File: config.mk
export PLATFORM = sky130hd
export DESIGN_NAME = sacl_lookup
export DESIGN_NICKNAME = d
export VERILOG_FILES = /design/src/sacl_pkg.sv /design/src/sacl_lookup.sv
export SDC_FILE = /design/constraint.sdc
export NUM_CORES = 1
export LEC_CHECK = 0
export BUFFER_PORTS_ARGS = -buffer_cell sky130_fd_sc_hd__buf_4
export CAP_MARGIN = 15
export CORE_AREA = 8 8 242 244
export DETAILED_ROUTE_END_ITERATION = 10
export DIE_AREA = 0 0 250 252
export PLACE_DENSITY = 0.52
export SYNTH_ARGS = -nofsm -noshare
export SYNTH_HDL_FRONTEND = slang
export SYNTH_SLANG_ARGS = --single-unit
File: constraint.sdc
create_clock -name vclk -period 30.9
set_clock_uncertainty 0.15 [all_clocks]
set_input_delay 6.18 -clock vclk [all_inputs]
set_output_delay 6.18 -clock vclk [all_outputs]
set_load 0.01 [all_outputs]
File: src/sacl_pkg.sv
// Shared types, register codes and constants for the cache tag model.
package sacl_pkg;

	localparam int DEF_NUM_SETS = 256;
	localparam int DEF_NUM_WAYS = 8;

	localparam int ADDR_W = 32;
	localparam int TAG_W  = 32;
	localparam int CNT_W  = 32;

	// Configuration register indexes, taken from paddr[3:2].
	typedef enum logic [1:0] {
		REG_OFFSET_BITS = 2'd0,
		REG_INDEX_BITS  = 2'd1,
		REG_WAYS        = 2'd2,
		REG_WRITE_BACK  = 2'd3
	} reg_idx_t;

	localparam logic [4:0] RST_OFFSET_BITS = 5'd4;
	localparam logic [3:0] RST_INDEX_BITS  = 4'd0;
	localparam logic [3:0] RST_WAYS        = 4'd1;
	localparam logic       RST_WRITE_BACK  = 1'b1;

	// Access sequencer states.
	typedef enum logic {
		ST_IDLE,
		ST_LOOKUP
	} state_t;

	// Configuration as seen by the datapath.
	typedef struct packed {
		logic [4:0] offset_bits;
		logic [3:0] index_bits;
		logic [3:0] ways_in_use;
		logic       write_back;
	} cfg_t;

	// Per-access flags from the lookup logic.
	typedef struct packed {
		logic hit;
		logic fetched;
		logic memw;
	} acc_flags_t;

	function automatic logic [CNT_W-1:0] sat_inc(input logic [CNT_W-1:0] v);
		sat_inc = (v == {CNT_W{1'b1}}) ? v : v + 1'b1;
	endfunction

endpackage

File: src/sacl_lookup.sv
// Tag compare, victim choice and LRU age update for one set row.
module sacl_lookup import sacl_pkg::*; #(
	parameter int NUM_WAYS = DEF_NUM_WAYS,
	localparam int AW     = (NUM_WAYS > 1) ? $clog2(NUM_WAYS) : 1,
	localparam int NW_W   = $clog2(NUM_WAYS + 1),
	localparam int LINE_W = TAG_W + 2 + AW,
	localparam int ROW_W  = NUM_WAYS * LINE_W
) (
	input  logic [ROW_W-1:0] row_in,
	input  logic [TAG_W-1:0] tag,
	input  logic             is_write,
	input  logic             write_back,
	input  logic [NW_W-1:0]  nw,
	output logic [ROW_W-1:0] row_out,
	output acc_flags_t       flags
);

	logic [TAG_W-1:0] tg  [NUM_WAYS];
	logic             vld [NUM_WAYS];
	logic             drt [NUM_WAYS];
	logic [AW-1:0]    age [NUM_WAYS];
	logic             hit, hit_found, inv_found;
	logic [AW-1:0]    hit_way, inv_way, lru_way, way;
	logic [AW-1:0]    old_age, top_age;

	// Unpack the row.
	always_comb begin
		for (int w = 0; w < NUM_WAYS; w++) begin
			{tg[w], vld[w], drt[w], age[w]} = row_in[w*LINE_W +: LINE_W];
		end
	end

	// Lowest matching way, first invalid way, and oldest way among those in use.
	always_comb begin
		hit_found = 1'b0;
		inv_found = 1'b0;
		hit_way   = '0;
		inv_way   = '0;
		lru_way   = '0;
		for (int w = 0; w < NUM_WAYS; w++) begin
			if (NW_W'(w) < nw) begin
				if (!hit_found && vld[w] && tg[w] == tag) begin
					hit_found = 1'b1;
					hit_way   = AW'(w);
				end
				if (!inv_found && !vld[w]) begin
					inv_found = 1'b1;
					inv_way   = AW'(w);
				end
				if (age[w] < age[lru_way]) begin
					lru_way = AW'(w);
				end
			end
		end
		hit = hit_found;
		way = hit ? hit_way : (inv_found ? inv_way : lru_way);
	end

	assign old_age = age[way];
	assign top_age = AW'(nw - 1'b1);

	// Build the new row and the access flags.
	always_comb begin
		row_out = row_in;
		for (int w = 0; w < NUM_WAYS; w++) begin
			if (NW_W'(w) < nw && AW'(w) != way && age[w] > old_age && age[w] != '0) begin
				row_out[w*LINE_W +: AW] = age[w] - 1'b1;
			end
		end
		if (hit) begin
			row_out[way*LINE_W +: LINE_W] =
				{tg[way], 1'b1, drt[way] | (is_write & write_back), top_age};
		end else begin
			row_out[way*LINE_W +: LINE_W] =
				{tag, 1'b1, is_write & write_back, top_age};
		end
		flags.hit     = hit;
		flags.fetched = !hit;
		flags.memw    = (is_write && !write_back) || (!hit && vld[way] && drt[way]);
	end

endmodule

# == Word-level counts from Yosys, hierarchy flattened ==
# Cells that the tools add are included.
# word_totals
n_memories,0
latch_bits,0
word_cells,267
out_inout_bits,299
romBits,0
input_bits,334
ram_bits,0
regBits,0
# classes
div,0
n_addsub,10
multipliers,1
mux,117
shift,3
bitwise_logic,9
n_reduce_logical,82
eq_ne,15
n_lt_le_gt_ge,30
# ops
cell,n
$bwmux 296,2
$shiftx 37x34->296,2
$mux 296,1
$shift 37x34->296 const A,1
$eq 32x32->1,8
$mux 3,60
$bmux 32 s3,1
$mux 32,2
$bmux 3 s3,7
$logic_and 1x1->1,49
$mux 1,42
$neg 9->34,1
$ge 4x4->1 const B,7
$not 3->4,7
$reduce_bool 3->1,9
$sub 3x1->3 const B,9
$gt 3x3->1,8
$logic_not 1->1,23
$lt 3x3->1,7
$lt 3x4->1 const A,4
$ne 3x3->1 const A,4
$mul 3x6->9 const B,1
$lt 1x4->1 const A,2
$lt 2x4->1 const A,2
6 further kinds,8

# == Depth between registers and ports, before layout ==
# logic_depth
word_depth,57
depth_mapped,71
mapped_depth_nobuf,67

# == Worst setup path after synthesis ==
# OpenSTA, ideal clock, no wires.
# synth_path
kind,input port to output port
start,in row_in[2]
end,out row_out[150]
slack_ns,5.031
required_ns,24.570
path_buffers,4
arrival_time_ns,19.539
cell_stages,61
cell_sequence,inv_1 -> ha_1 -> a21oi_1 -> o211ai_1 -> or2_2 -> a21boi_0 -> ha_1 -> a21oi_1 -> o211ai_1 -> mux2_2 -> ha_1 -> nand2_1 -> o2111ai_1 -> o21ai_0 -> or2_2 -> a41o_1 -> ha_1 -> a21o_1 -> [25 not listed] -> o2111ai_1 -> a2111oi_4 -> o211ai_1 -> a221o_1 -> a21boi_4 -> clkbuf_1 -> clkbuf_1 -> clkbuf_1 -> nand2_1 -> o21ai_0 -> o21ai_0 -> o21ai_0 -> ha_1 -> and3_1 -> a211oi_2 -> a21boi_2 -> mux2_1 -> nand2_1
# synth_via
elab_chain_cells,57
word_cells_on_any_way,72
classes_between,1 x add/sub; 1 x mul; 8 x order compare; 1 x eq/ne; 3 x shift; 47 x mux; 8 x bitwise; 3 x reduce/logical
# synth_rtl
element,line,rtl
from (decl),sacl_lookup.sv:9,"input logic [ROW_W-1:0] row_in,"
branches (longest 56 deep; another with $lt 3x3->1),-,
$mux 296 *,sacl_lookup.sv:70,if (hit) begin
to (decl),sacl_lookup.sv:14,"output logic [ROW_W-1:0] row_out,"
# Mark *: on every way between the ends. The select of a mux whose other input is x is not followed.

# == Worst setup path in the final report ==
# Ends and elaborated chain as after synthesis.

==> metrics <==
status=finished clean; met2 GRT Util=51.5%; power per cell area=29.4 nW/um^2; Total Routed Length=102000 microns; global routing met1 resource utilization=38.1%; layout cell share with drive strength beyond 1=29.6%; Pleak=7.80 nW; Final Hold Viols=0; die area=63000 sq um; Worst path slowest cell=a21oi_1; Combinational Power Share=100.0%; crit path launch=row_in[2]; top post-synthesis cells by area=xnor2_1 15%, nand2_1 15%, o21ai_0 10%, ha_1 5.7%, mux2i_1 3.8%; slew margin rel.=24.7%; post-synthesis sequential area ratio=0%; largest incremental delay on the critical path=0.85 ns; Setup crit end kind=output pin; Worst Hold Launch=row_in[188]; DRT antenna net count=0; Die Ht=252 microns; compound-gate portion of the synthesized area=27.1%; core footprint=54700 sq um; placed cell area=17300 sq um; number of max-cap violations=0; cell taking the most area after synthesis=xnor2_1; CP Class=input port to output pin; Tot GR Track Use=30.1%; sw frac=60.9%; Net Count, Synth=2358; row cnt=86; unrepaired setup endpoints after global routing=false; CP Data Arrival Time=22.10 ns; Clock power frac=0%; vias=18200; vias per inst=5.71; number of clock buffers in the layout=0; Hold-fix buffers, CTS=0; routability cong.=0.992; Flop pwr share=0%; commonest non-fill, non-tap cell in the layout=buf_4; mux contribution to synthesized area=7.51%; final setup vio count=0; Final Cycle Share=92.0%; post-synth top area share=15.2%; setup bufs post-CTS=0; Post-Syn Area=12000 sq um; DP Wirelength=85300 microns; largest family of logic cells by synthesized area=simple AND/OR/NAND/NOR gates; crit path time final=28.43 ns; initial antenna violation count=5; CP Launch Type=input port; met3 Usage GRT=5.49%; Max VDD drop=12.8 uV; Synth cell types=81; largest net degree at the start of global routing=75; Pint=199 uW; DRC=0; register area=0 sq um; Resized cells post-CTS=0; setup tns final=0 ns; Tightest Pin Transition=1.13 ns; post-synthesis simple-gate area fraction=34.1%; number of global-route vias before repair=17900; Avg Inst Size Synth=6.09 sq um; nets=2873; Hold Crit Class=input port to output pin; Mapped Cells=1969; DR WL/cell=32.1 microns; net switching power figure=309 uW; sequential cell count=0; Area Growth Syn to Fin=44.0%; Starting Density=21.9%; CP most frequent cell=nand2_1; most frequent cells in the layout=658 x buf_4, 477 x nand2_1, 251 x o21ai_0, 208 x xnor2_1, 73 x nand4_1; Post-Synth Adder-Cell Area=5.74%; synth warn=0; global route overflow=0; IO Pins=633; Critical Path RT=24.57 ns; Synth Area in XOR/XNOR=19.2%; first-pass GRT wire length=140000 microns; CP max FO=24; GR peak layer=met2; fin area=17300 sq um; die width=250 microns; 1st-iter DRT viols=1851; f_max=0.0352 GHz; drt first pass iters=5; port buffer count=633; max-slew violations=0
## layer usage
layer  share of wire, %  vias to the layer above
met4                3.8                        2
met1                 41                     8880
met3                8.2                      180
met2                 47                     1072
li1                   -                     8068
met5              0.013                        -
## cells by family after synthesis
group,count (synthesis)
compound gates,510
xor+xnor,260
fa+ha+maj,55
buf+inv,192
mux,85
simple gates,867
## area by class of cell
cell class         count  area, sq um
diodes                 1         2.50
repair buffers       658         4940
inverters             47          176
fillers             6233        37400
well taps            704          881
multi-input cells   1777        11300
## path summary, 6_finish.rpt
check | end | slack, ns | depth (start not counted)
setup / recovery | row_out[150] | 2.47 | 60
hold / removal | row_out[188] | 12.51 | 4
## power by group through the flow
| stage | clock network [mW] | logic, mW | registers [mW] |
|---|---|---|---|
| 2_1_floorplan | 0 | 0.270 | 0 |
| 3_3_place_gp | 0 | 0.500 | 0 |
| 3_5_place_dp | 0 | 0.501 | 0 |
| 4_1_cts | 0 | 0.503 | 0 |
| 5_1_grt | 0 | 0.540 | 0 |
| 6_report | 0.00000000434 | 0.508 | 0 |
## synthesized netlist by cell type (all sizes together) (8+ instances only)
| library cell | n |
|---|---|
| nand2 | 479 |
| o21ai | 256 |
| xnor2 | 212 |
| clkbuf | 97 |
| nand4 | 73 |
| nor2 | 61 |
| nand3 | 60 |
| a21oi | 56 |
| ha | 55 |
| a22oi | 48 |
| buf | 48 |
| xor2 | 48 |
| inv | 47 |
| mux2i | 46 |
| mux2 | 39 |
| nand2b | 38 |
| nor4 | 33 |
| a211oi | 29 |
| nor3 | 28 |
| nand4b | 16 |
| and3 | 15 |
| a21o | 11 |
| a31oi | 11 |
| nor4b | 11 |
| or4 | 10 |
| a311oi | 9 |
| o211ai | 9 |
| o2111ai | 8 |
## per-stage QoR
step	hold slack (ns)	power [mW]	setup WS [ns]	std cells	util [%]
floorplan	12.34	0.270	5.03	1969	-
global placement	12.51	0.500	2.91	3185	31.6
detailed placement	12.51	0.501	2.70	3186	31.6
CTS	12.51	0.503	2.63	3186	31.6
global route	12.54	0.540	1.26	3186	31.6
finish	12.51	0.508	2.47	3187	31.6
## critical path: cells and delay by family
kind,cells,cell delay (ns)
compound gates,27,8.28
fa+ha+maj,8,2.50
buf+inv,5,0.83
mux,3,0.82
simple gates,17,3.44
No activity file was read; power rests on OpenSTA's default activity.
