--- src/sacl_pkg.sv ---
// Shared types, register codes and constants for the cache tag model.
package sacl_pkg;

	localparam int DEF_NUM_SETS = 256;
	localparam int DEF_NUM_WAYS = 8;

	localparam int ADDR_W = 32;
	localparam int TAG_W  = 32;
	localparam int CNT_W  = 32;

	// Configuration register indexes, taken from paddr[3:2].
	typedef enum logic [1:0] {
		REG_OFFSET_BITS = 2'd0,
		REG_INDEX_BITS  = 2'd1,
		REG_WAYS        = 2'd2,
		REG_WRITE_BACK  = 2'd3
	} reg_idx_t;

	localparam logic [4:0] RST_OFFSET_BITS = 5'd4;
	localparam logic [3:0] RST_INDEX_BITS  = 4'd0;
	localparam logic [3:0] RST_WAYS        = 4'd1;
	localparam logic       RST_WRITE_BACK  = 1'b1;

	// Access sequencer states.
	typedef enum logic {
		ST_IDLE,
		ST_LOOKUP
	} state_t;

	// Configuration as seen by the datapath.
	typedef struct packed {
		logic [4:0] offset_bits;
		logic [3:0] index_bits;
		logic [3:0] ways_in_use;
		logic       write_back;
	} cfg_t;

	// Per-access flags from the lookup logic.
	typedef struct packed {
		logic hit;
		logic fetched;
		logic memw;
	} acc_flags_t;

	function automatic logic [CNT_W-1:0] sat_inc(input logic [CNT_W-1:0] v);
		sat_inc = (v == {CNT_W{1'b1}}) ? v : v + 1'b1;
	endfunction

endpackage

--- src/sacl_cfg.sv ---
// APB configuration registers of the cache model.
module sacl_cfg import sacl_pkg::*; (
	input  logic        clk,
	input  logic        arst_n,
	input  logic        psel,
	input  logic        penable,
	input  logic        pwrite,
	input  logic [3:0]  paddr,
	input  logic [31:0] pwdata,
	output logic [31:0] prdata,
	output cfg_t        cfg
);

	cfg_t     cfg_q;
	reg_idx_t ridx;

	assign ridx = reg_idx_t'(paddr[3:2]);
	assign cfg  = cfg_q;

	// Register write on the access phase of a write transfer.
	always_ff @(posedge clk or negedge arst_n) begin
		if (!arst_n) begin
			cfg_q.offset_bits <= RST_OFFSET_BITS;
			cfg_q.index_bits  <= RST_INDEX_BITS;
			cfg_q.ways_in_use <= RST_WAYS;
			cfg_q.write_back  <= RST_WRITE_BACK;
		end else if (psel && penable && pwrite) begin
			case (ridx)
				REG_OFFSET_BITS: cfg_q.offset_bits <= pwdata[4:0];
				REG_INDEX_BITS:  cfg_q.index_bits  <= pwdata[3:0];
				REG_WAYS:        cfg_q.ways_in_use <= pwdata[3:0];
				REG_WRITE_BACK:  cfg_q.write_back  <= pwdata[0];
				default: ;
			endcase
		end
	end

	// Read data mux.
	always_comb begin
		case (ridx)
			REG_OFFSET_BITS: prdata = {27'd0, cfg_q.offset_bits};
			REG_INDEX_BITS:  prdata = {28'd0, cfg_q.index_bits};
			REG_WAYS:        prdata = {28'd0, cfg_q.ways_in_use};
			REG_WRITE_BACK:  prdata = {31'd0, cfg_q.write_back};
			default:         prdata = 32'd0;
		endcase
	end

endmodule

--- config.mk ---
export PLATFORM = sky130hd
export DESIGN_NAME = sacl_cfg
export DESIGN_NICKNAME = d
export VERILOG_FILES = /design/src/sacl_pkg.sv /design/src/sacl_cfg.sv
export SDC_FILE = /design/constraint.sdc
export NUM_CORES = 1
export LEC_CHECK = 0
export BUFFER_PORTS_ARGS = -buffer_cell sky130_fd_sc_hd__buf_2
export CORE_MARGIN = 10
export CORE_UTILIZATION = 37
export CTS_BUF_LIST = sky130_fd_sc_hd__clkbuf_8
export CTS_CLUSTER_DIAMETER = 40
export DETAILED_ROUTE_END_ITERATION = 10
export GPL_TIMING_DRIVEN = 1
export PLACE_DENSITY = 0.81
export SYNTH_ARGS = -nofsm -noshare
export SYNTH_HDL_FRONTEND = slang
export SYNTH_SLANG_ARGS = --single-unit
--- constraint.sdc ---
create_clock -name clk -period 1.2 [get_ports clk]
set_input_delay 0.24 -clock clk [delete_from_list [all_inputs] [get_ports clk]]
set_output_delay 0.24 -clock clk [all_outputs]
set_load 0.01 [all_outputs]
# Word-level counts from Yosys, hierarchy flattened
# Index checks and enable logic that the tools add are counted.
op_classes:
  eq_ne: 3
  muxes: 1
  reduce_logical: 7
op_table:
  columns: ["operator", "n"]
  rows:
  - ["case mux 32 bit (4 select lines)", 1]
  - ["AND reduction 2 bit", 4]
  - ["equality test 2 bit, second input constant", 2]
  - ["equality test 2 x 1 -> 1 bit, second input constant", 1]
  - ["logical AND 1 bit", 2]
  - ["logical NOT 2 bit", 1]
word_totals:
  register_bits: 14
  inputBits: 41
  out_inout_bits: 46
  wordCells: 15

# Depth between registers and ports, before layout
# Gate-level depths: netlist of the first run.
depth:
  depth_word: 3
  depth_mapped: 4
  ltp_nobuf: 3

# Worst setup path after synthesis of the first run
# Ideal clock, no wire load.
synth_timing:
  path_kind: "input to register"
  start: "input port paddr[3]"
  end: "register cfg_q (netlist bit cfg[10])"
  setup_ns: 0.125
  arrival_time_ns: 1.141
  setup_slack_ns: -0.066
  stages: 4
  n_path_buf: 2
  cell_sequence: "buf_6 -> or3_4 -> buf_6 -> mux2_4"
synth_between:
  elab_chain_cells: 2
synth_lines:
  columns: ["element", "line_no", "source"]
  rows:
  - ["from (decl)", "sacl_cfg.sv:8", "input logic [3:0] paddr,"]
  - ["logical NOT 2 bit", "sacl_cfg.sv:28", "case (ridx)"]
  - ["AND reduction 2 bit (no line)", null, null]
  - ["to (decl)", "sacl_cfg.sv:14", "cfg_t cfg_q;"]
# Every way passes these cells.
# A chain may end at the register's enable or synchronous reset.

# Final worst setup path of the first run
layout_timing:
  start: "register cfg_q (netlist bit cfg[0])"
  end: "output port prdata[0]"
layout_between:
  elab_chain_cells: 1
layout_lines:
  columns: ["element", "line_no", "source"]
  rows:
  - ["case mux 32 bit (4 select lines)", "sacl_cfg.sv:40", "case (ridx)"]
  - ["to (decl)", "sacl_cfg.sv:10", "output logic [31:0] prdata,"]
# Every way passes these cells. The select of a mux whose other input is x is not followed.

==> results.py, run 1 <==
metrics = {
    "finish": {
        "post-route-util_pct": 53.38,
        "layout.nets": 170,
        "stdcell_area_sq_mm": 0.001215,
        "final_cells": 156,
        "largest_register_ffs": 14,
        "drive_above_1_share_pct": 58.59,
        "diodes": 0,
        "syn_to_final_growth_pct": 33.93,
        "fillCellCount": 195,
    },
    "synthesis": {
        "synthArstFlopShare_pct": 100.0,
        "mappedNetlistArea_sq_um": 907.1,
        "synth_mux_area_share_pct": 25.24,
        "syn-instance-count": 78,
        "synthFlopType": "dfrtp_1",
        "ys_seq_area_share_pct": 39.03,
        "synth.most_common_cell": "buf_4",
        "synth_common_cells": "27 x buf_4, 11 x dfrtp_1, 9 x mux2_2, 5 x mux2_4",
        "synth-adder-area-share_pct": 0,
        "synth_cell_types": 19,
        "synth_top_area_share_pct": 30.34,
        "synth-compound-area-share_pct": 1.655,
        "yosys_warnings": 0,
        "synthTopCellsByArea": "dfrtp_1 30%, buf_4 22%, mux2_2 11%, dfstp_2 8.7%, mux2_4 8.3%",
        "synth_area_per_cell_sq_um": 11.63,
        "ys_ff_latch": 14,
        "synth_xor_area_share_pct": 0,
        "synth_edf_count": 0,
        "synth_simple_gate_area_share_pct": 7.172,
        "yosysTopAreaCell": "dfrtp_1",
        "synth_top_family_by_area": "buffers and inverters",
    },
    "sta": {
        "fmax_ghz": 0.6836,
        "whs_ps": 224.7,
        "setup_viol": 7,
        "rsz0062_at_grt": "true",
        "period_share_pct": 121.9,
        "hold_viol_final": 0,
        "fin_ws_ps": -262.9,
        "fin_skew_ps": 0,
        "period_needed_ps": 1463,
        "final-max-slew-violation-count": 0,
    },
    "floorplan": {
        "io_pins": 87,
        "fp.dieH_um": 69.52,
        "die_w_um": 69.52,
        "std_cell_rows": 17,
        "fp.coreArea_sq_mm": 0.002276,
        "die_area_sq_mm": 0.004832,
        "start_util_pct": 39.86,
    },
    "pwr": {
        "ir_worst_vdd_uv": 1098,
        "leakagePower_nw": 0.6592,
        "power_density_mw_per_mm2": 1541,
    },
    "global_routing": {
        "antenna_found_initial": 0,
        "grt_first_pass_wirelength_um": 3670,
        "grt.total_usage_pct": 9.144,
        "grt_pass1_vias": 772,
        "gr-total-overflow": 0,
        "grt_max_degree": 15,
    },
    "place": {
        "placed_cell_area_sq_mm": 0.001051,
        "dpl.hpwl_um": 1843,
        "io_buffers": 30,
        "dp_cells": 145,
        "gp_congestion": 0.7111,
    },
    "setup_path": {
        "critPathMaxFanout": 2,
        "cp_data_required_time_ps": 960,
        "critPathKind": "flop to output pin",
        "start_kind": "flop",
        "r2r_cells": 3,
        "r2r-end": "cfg[8]$_DFFE_PN0P_",
        "cp.arrival_ps": 1220,
        "r2r-start": "cfg[8]$_DFFE_PN0P_",
        "reg2reg_setup_slack_ps": 210,
        "end_kind": "output pin",
    },
    "clocking": {
        "htree_levels": 1,
        "cts_buffer_depth": 2,
        "cts_tree": "built",
        "clk_pin_slew_ps": 60,
        "cts-buffers-inserted": 3,
        "cts.sinks": 14,
        "clock_latency_ps": 240,
        "cts_root_buf": "clkbuf_8",
    },
    "drt": {
        "viasPerCell": 4.244,
        "drtIter0Drc": 10,
        "drc_errors": 0,
        "num_vias": 662,
        "wl_um": 2357,
        "ant_nets": 0,
        "drt-pass1-iter-count": 4,
        "post_drt_wl_per_cell_um": 15.11,
    },
    "status": {
        "violations": "negative setup slack",
        "outcome": "complete, but fails checks",
    },
    "run": {
        "cap_viol_max_count": 0,
    },
    "hold_path": {
        "holdPathEnd": "cfg[13]$_DFFE_PN0P_",
        "min_path_type": "primary input to flop",
        "hold_depth": 2,
        "min_from": "pwdata[4]",
    },
}
-- worst max path at each step --
stage | startpoint | to | slack, ps | depth (start not counted)
floorplan | paddr[3] | cfg[10]$_DFFE_PN0P_ | -60 | 4
global placement | paddr[2] | prdata[0] | -90 | 3
detailed placement | paddr[2] | prdata[1] | -110 | 6
CTS | cfg[9]$_DFFE_PN0P_ | prdata[0] | -280 | 2
global route | cfg[9]$_DFFE_PN0P_ | prdata[0] | -290 | 2
finish | cfg[0]$_DFFE_PN1P_ | prdata[0] | -260 | 2
-- cell families after synthesis --
group,count (synthesis)
AO/OA/AOI/OAI,3
buffers and inverters,31
flip-flops,14
multiplexers,18
other,1
AND/OR/NAND/NOR,11
-- per-layer routing --
metal | part of all wire [%] | vias to the layer above | track usage (%)
met5 | 0 | - | 0
met4 | 0 | 0 | 2.661
met3 | 18 | 0 | 6.990
met2 | 48 | 44 | 15.73
met1 | 34 | 312 | 8.092
li1 | - | 306 | -
-- cell type report --
class / instances / area, sq um / share of cell area, %
repair buffers: 50 / 349.1 / 28.73
flip-flops and latches: 14 / 354.1 / 29.15
well taps: 28 / 35.03 / 2.884
clock buffers: 4 / 55.05 / 4.531
multi-input cells: 59 / 417.9 / 34.40
inverters: 1 / 3.754 / 0.3090
-- repair_timing --
item / CTS / global route
endpoints found under the setup margin: 6 / 8
hold buffers: 1 / 0
hold endpoints to repair: 11 / 0
setup buffers: 5 / 3
resized for setup: 9 / 7
pin swaps: 0 / 0
-- layout by cell type (no fill, tap or decap) --
| master | count |
|---|---|
| mux2i_1 | 3 |
| nand3_1 | 1 |
| nand2_1 | 3 |
| o21ai_1 | 3 |
| buf_6 | 9 |
| nor2b_2 | 1 |
| dfrtp_1 | 11 |
| dlygate4sd3_1 | 1 |
| clkbuf_8 | 4 |
| dfstp_2 | 3 |
| nor3b_2 | 1 |
| buf_4 | 15 |
| nor2_1 | 2 |
| mux2_2 | 9 |
| inv_1 | 1 |
| or3_4 | 1 |
| nand4_1 | 1 |
| buf_2 | 25 |
| mux2_4 | 5 |
| conb_1 | 27 |
| mux4_2 | 1 |
| nor3_2 | 1 |
-- where the power goes --
group	leakage, nW	switching, mW	internal (mW)
clock	0.0288	0.170	0.290
combinational	0.464	0.316	0.422
sequential	0.166	0.0739	0.600
total	0.659	0.559	1.31
-- through the flow --
stage	power (mW)	worst slack (ps)	TNS, ps
3_5_place_dp	1.259	-108.8	-1163
4_1_cts	1.832	-276.8	-642.8
5_1_grt	1.990	-290.6	-867.9
2_1_floorplan	1.043	-63.21	-274.3
6_report	1.872	-262.9	-559.7
3_3_place_gp	1.235	-86.19	-790.3
-- worst max-delay path, cell delays in order (launching register included) --
cell	delay [ps]
dfstp_2	370
mux4_2	470
buf_6	140
Power figures use the tool's default switching activity.
==> run 2: changes to the inputs <==
Settings changed: CORE_ASPECT_RATIO set to 1.1.
==> run 2 against run 1 <==
Effect of this change: the run still ends with negative setup slack left; clock power down 16%; sequential power about the same; clock skew unchanged; sequential cell count unchanged; non-clock buffer count down 1; combinational power down 4.7%.
==> results.py, run 2 (same netlist as run 1, synthesis figures left out) <==
metrics = {
    "status": {
        "outcome": "complete, but fails checks",
        "violations": "negative setup slack",
    },
    "pwr": {
        "swShare_pct": 30.77,
        "p_seq_share_pct": 38.2,
        "p_comb_share_pct": 39.8,
        "leakagePower_nw": 0.6526,
        "power_frac_clock_pct": 21.9,
        "switching_power_mw": 0.5434,
        "ir_worst_vdd_uv": 888.3,
        "p_int_mw": 1.222,
        "power_density_mw_per_mm2": 1486,
    },
    "run": {
        "cap_viol_max_count": 0,
    },
    "finish": {
        "fillCellCount": 211,
        "diodes": 0,
        "layout.nets": 169,
        "regArea_sq_um": 354.1,
        "syn_to_final_growth_pct": 31.03,
        "stdcell_area_sq_mm": 0.001189,
        "final_cells": 157,
        "layout_common_cells": "27 x conb_1, 27 x buf_2, 15 x buf_4, 11 x dfrtp_1, 9 x mux2_2",
        "multi_input_area_sq_um": 422.9,
        "drive_above_1_share_pct": 57.48,
        "largest_register_ffs": 14,
    },
    "floorplan": {
        "fp.dieH_um": 71.93,
        "std_cell_rows": 18,
        "io_pins": 87,
        "start_util_pct": 39.49,
        "die_w_um": 67.21,
        "fp.coreArea_sq_mm": 0.002297,
        "die_area_sq_mm": 0.004834,
    },
    "setup_path": {
        "r2r-start": "cfg[10]$_DFFE_PN0P_",
        "r2r-end": "cfg[10]$_DFFE_PN0P_",
        "reg2reg_setup_slack_ps": 300,
        "r2r_cells": 2,
        "cp.arrival_ps": 1220,
        "critPathKind": "flop to output pin",
        "critPathMaxFanout": 2,
        "cp_data_required_time_ps": 960,
        "end_kind": "output pin",
        "start_kind": "flop",
    },
    "hold_path": {
        "holdPathEnd": "cfg[13]$_DFFE_PN0P_",
        "min_path_type": "primary input to flop",
        "min_from": "pwdata[4]",
        "hold_depth": 2,
    },
    "drt": {
        "num_vias": 655,
        "ant_nets": 0,
        "drc_errors": 0,
        "met1_length_um": 778,
        "drt-pass1-iter-count": 3,
        "routed.top_layer": "met4",
        "dr_wl_met2_um": 1048,
        "drtIter0Drc": 2,
        "wl_met3_um": 379,
        "wl_um": 2227,
        "post_drt_wl_per_cell_um": 14.18,
        "viasPerCell": 4.172,
    },
    "sta": {
        "setup_viol": 7,
        "period_share_pct": 121.4,
        "rsz0062_at_grt": "true",
        "final-max-slew-violation-count": 0,
        "fin_skew_ps": 0,
        "period_needed_ps": 1456,
        "whs_ps": 232.5,
        "hold_viol_final": 0,
        "fmax_ghz": 0.6867,
        "fin_setup_tns_ps": -496.8,
        "fin_ws_ps": -256.3,
    },
    "place": {
        "dpl.hpwl_um": 1825,
        "gp_congestion": 0.7344,
        "io_buffers": 30,
        "placed_cell_area_sq_mm": 0.001046,
        "place_ws_ps": -89.77,
        "dp_cells": 146,
    },
    "global_routing": {
        "grt_max_degree": 15,
        "grt_pass1_vias": 770,
        "grt.total_usage_pct": 9.038,
        "grt_first_pass_wirelength_um": 3470,
        "gr-total-overflow": 0,
        "antenna_found_initial": 0,
    },
    "clocking": {
        "cts_tree": "built",
        "htree_levels": 1,
        "clock_latency_ps": 240,
        "cts-buffers-inserted": 3,
        "clk_pin_slew_ps": 60,
        "cts.sinks": 14,
        "cts_root_buf": "clkbuf_8",
        "cts_buffer_depth": 2,
    },
}
## run 2: cell count changes in the layout (fill, tap and decap cells not counted)
cell	change
clkbuf_8	-1
buf_2	+2
buf_6	-3
nor2b_4	+1
nor2b_2	-1
inv_1	+1
## run 2: per-layer routing
metal / up-vias / global-route usage, %
li1: 302 / -
met1: 304 / 9.042
met2: 47 / 15.72
met3: 2 / 3.994
met4: 0 / 3.881
met5: - / 0
## run 2: worst max-delay path by stage
stage	startpoint	to	slack (ps)
CTS	cfg[9]$_DFFE_PN0P_	prdata[0]	-270
global placement	pwrite	cfg[12]$_DFFE_PN0P_	-80
finish	cfg[0]$_DFFE_PN1P_	prdata[0]	-260
global route	cfg[9]$_DFFE_PN0P_	prdata[0]	-310
floorplan	paddr[3]	cfg[10]$_DFFE_PN0P_	-60
detailed placement	paddr[2]	prdata[3]	-90
## run 2: stage by stage
step                util [%]  power [mW]
floorplan                  -       1.043
global route           51.74       1.884
finish                 51.74       1.766
detailed placement     45.53       1.254
CTS                    51.03       1.762
global placement       45.53       1.232
## run 2: final cells by class
cell class	count	share of cell area, %
inverters	1	0.3158
clock inverters	1	0.3158
multi-input cells	59	35.58
clock buffers	3	3.474
flip-flops and latches	14	29.79
well taps	30	3.158
repair buffers	49	27.37
## run 2: critical path, cell delays in order, from the launching register on
cell and delay, ps:
dfstp_2 370, mux4_2 450, buf_2 160
## run 2: power by group through the flow
stage               logic [mW]  registers, mW  clock network [mW]
floorplan                0.310          0.733                   0
global placement         0.559          0.674                   0
detailed placement       0.570          0.683                   0
CTS                      0.690          0.671               0.401
global route             0.767          0.694               0.422
finish                   0.703          0.675               0.387
## run 2: timing repair
action / 4_1_cts / 5_1_grt
cloned: 0 / 0
hold endpoints to repair: 11 / 0
buffers inserted: 5 / 2
setup endpoints to repair: 6 / 8
gates resized for setup: 10 / 3
hold buffers: 1 / 0
==> run 3: changes to the inputs <==
Settings changed: REMOVE_ABC_BUFFERS set to 1.
==> run 3 against run 2 <==
Effect of this change: the flow still finishes with violations (negative setup slack); count of clock-buffer cells in the layout grew 1; clock power grew 16%; setup slack lost 2.5 ps; sequential share of layout area shrank 0.094 points; die area is the same; register-to-register slack is essentially flat; critical path depth is the same; global-route usage shrank 0.17 points; wire length grew 3.5%; via count shrank 0.31%; largest power group unchanged; highest routed layer is now met3.
==> results.py, run 3 (same netlist as run 1, synthesis figures left out) <==
metrics = {
    "sta": {
        "fin_setup_tns_ps": -451.5,
        "setup_viol": 6,
        "period_needed_ps": 1459,
        "period_share_pct": 121.6,
        "fin_ws_ps": -258.8,
        "hold_viol_final": 0,
        "fmax_ghz": 0.6855,
        "fin_skew_ps": 0,
        "rsz0062_at_grt": "true",
        "final-max-slew-violation-count": 0,
    },
    "hold_path": {
        "holdPathEnd": "cfg[13]$_DFFE_PN0P_",
        "min_from": "pwdata[4]",
        "min_path_type": "primary input to flop",
        "hold_depth": 2,
    },
    "drt": {
        "drtIter0Drc": 37,
        "ant_nets": 0,
        "wl_um": 2306,
        "drt-pass1-iter-count": 4,
        "viasPerCell": 4.159,
        "post_drt_wl_per_cell_um": 14.69,
        "num_vias": 653,
        "drc_errors": 0,
    },
    "global_routing": {
        "grt.total_usage_pct": 8.863,
        "gr-total-overflow": 0,
        "antenna_found_initial": 0,
        "grt_max_degree": 15,
        "grt_first_pass_wirelength_um": 3332,
        "grt_pass1_vias": 677,
    },
    "clocking": {
        "cts_tree": "built",
        "cts_buffer_depth": 2,
        "htree_levels": 1,
        "cts.sinks": 14,
        "clock_latency_ps": 240,
        "cts_root_buf": "clkbuf_8",
        "clk_pin_slew_ps": 60,
        "cts-buffers-inserted": 3,
    },
    "finish": {
        "final_common_cell": "conb_1",
        "layout.nets": 169,
        "diodes": 0,
        "largest_register_ffs": 14,
        "stdcell_area_sq_mm": 0.001192,
        "layout_common_cells": "27 x conb_1, 26 x buf_2, 17 x buf_4, 11 x dfrtp_1, 9 x mux2_2",
        "drive_above_1_share_pct": 58.27,
        "final_cells": 157,
        "post-route-util_pct": 51.91,
        "syn_to_final_growth_pct": 31.45,
    },
    "floorplan": {
        "io_pins": 87,
        "die_area_sq_mm": 0.004834,
        "fp.coreArea_sq_mm": 0.002297,
        "std_cell_rows": 18,
        "fp.dieH_um": 71.93,
        "die_w_um": 67.21,
        "start_util_pct": 39.49,
    },
    "place": {
        "dpl.hpwl_um": 1808,
        "placed_cell_area_sq_mm": 0.001039,
        "gp_congestion": 0.7427,
        "dp_cells": 145,
        "io_buffers": 30,
    },
    "setup_path": {
        "reg2reg_setup_slack_ps": 310,
        "critPathMaxFanout": 2,
        "r2r-end": "cfg[10]$_DFFE_PN0P_",
        "cp_data_required_time_ps": 960,
        "end_kind": "output pin",
        "start_kind": "flop",
        "r2r-start": "cfg[10]$_DFFE_PN0P_",
        "startpoint": "cfg[0]$_DFFE_PN1P_",
        "critPathKind": "flop to output pin",
        "cp.arrival_ps": 1220,
        "r2r_cells": 2,
    },
    "pwr": {
        "p_total_mw": 1.808,
        "power_density_mw_per_mm2": 1517,
        "ir_worst_vdd_uv": 694.5,
        "leakagePower_nw": 0.6494,
    },
    "status": {
        "outcome": "complete, but fails checks",
        "violations": "negative setup slack",
    },
    "run": {
        "cap_viol_max_count": 0,
    },
}
-- run 3: changes by cell type in the layout (fill, tap and decap cells not counted), sizes merged --
cell    before  now
clkbuf       3    4
inv          2    1
-- run 3: what timing repair did --
action | CTS | global route
endpoints found under the setup margin | 4 | 7
buffers inserted | 6 | 3
hold endpoints to repair | 11 | 0
hold buffers | 1 | 0
gates resized for setup | 9 | 3
-- run 3: how the worst max path moves through the flow --
| stage | endpoint | slack (ps) |
|---|---|---|
| floorplan | cfg[10]$_DFFE_PN0P_ | 60 |
| global placement | prdata[0] | -110 |
| detailed placement | cfg[7]$_DFFE_PN0P_ | -120 |
| CTS | prdata[0] | -270 |
| global route | prdata[0] | -290 |
| finish | prdata[0] | -260 |
-- run 3: area by class of cell --
cell class / instances / area, sq um
multi-input cells: 59 / 417.9
well taps: 30 / 37.54
inverters: 1 / 3.754
repair buffers: 49 / 324.1
fillers: 227 / 1105
clock buffers: 4 / 55.05
flip-flops and latches: 14 / 354.1
-- run 3: worst max-delay path: stages, from the launching register on --
cell and delay [ps]:
dfstp_2 370, mux4_2 470, buf_6 140
-- run 3: per-layer routing --
metal	GRT usage [%]	share of wire (%)	up-vias
li1	-	-	303
met1	8.985	35	309
met2	14.87	46	41
met3	5.223	19	0
met4	2.740	0	0
met5	0	0	-
-- run 3: power by group --
part / internal (mW) / leakage (nW) / switching, mW
Clock: 0.290 / 0.0288 / 0.160
Combinational: 0.386 / 0.454 / 0.301
Sequential: 0.601 / 0.166 / 0.0712
-- run 3: stage by stage --
| stage | setup slack [ps] | hold slack (ps) |
|---|---|---|
| 4_1_cts | -268.0 | 229.7 |
| 3_5_place_dp | -118.7 | 154.4 |
| 6_report | -258.8 | 231.3 |
| 5_1_grt | -286.0 | 232.6 |
| 3_3_place_gp | -105.7 | 140.5 |
| 2_1_floorplan | 63.62 | -55.59 |
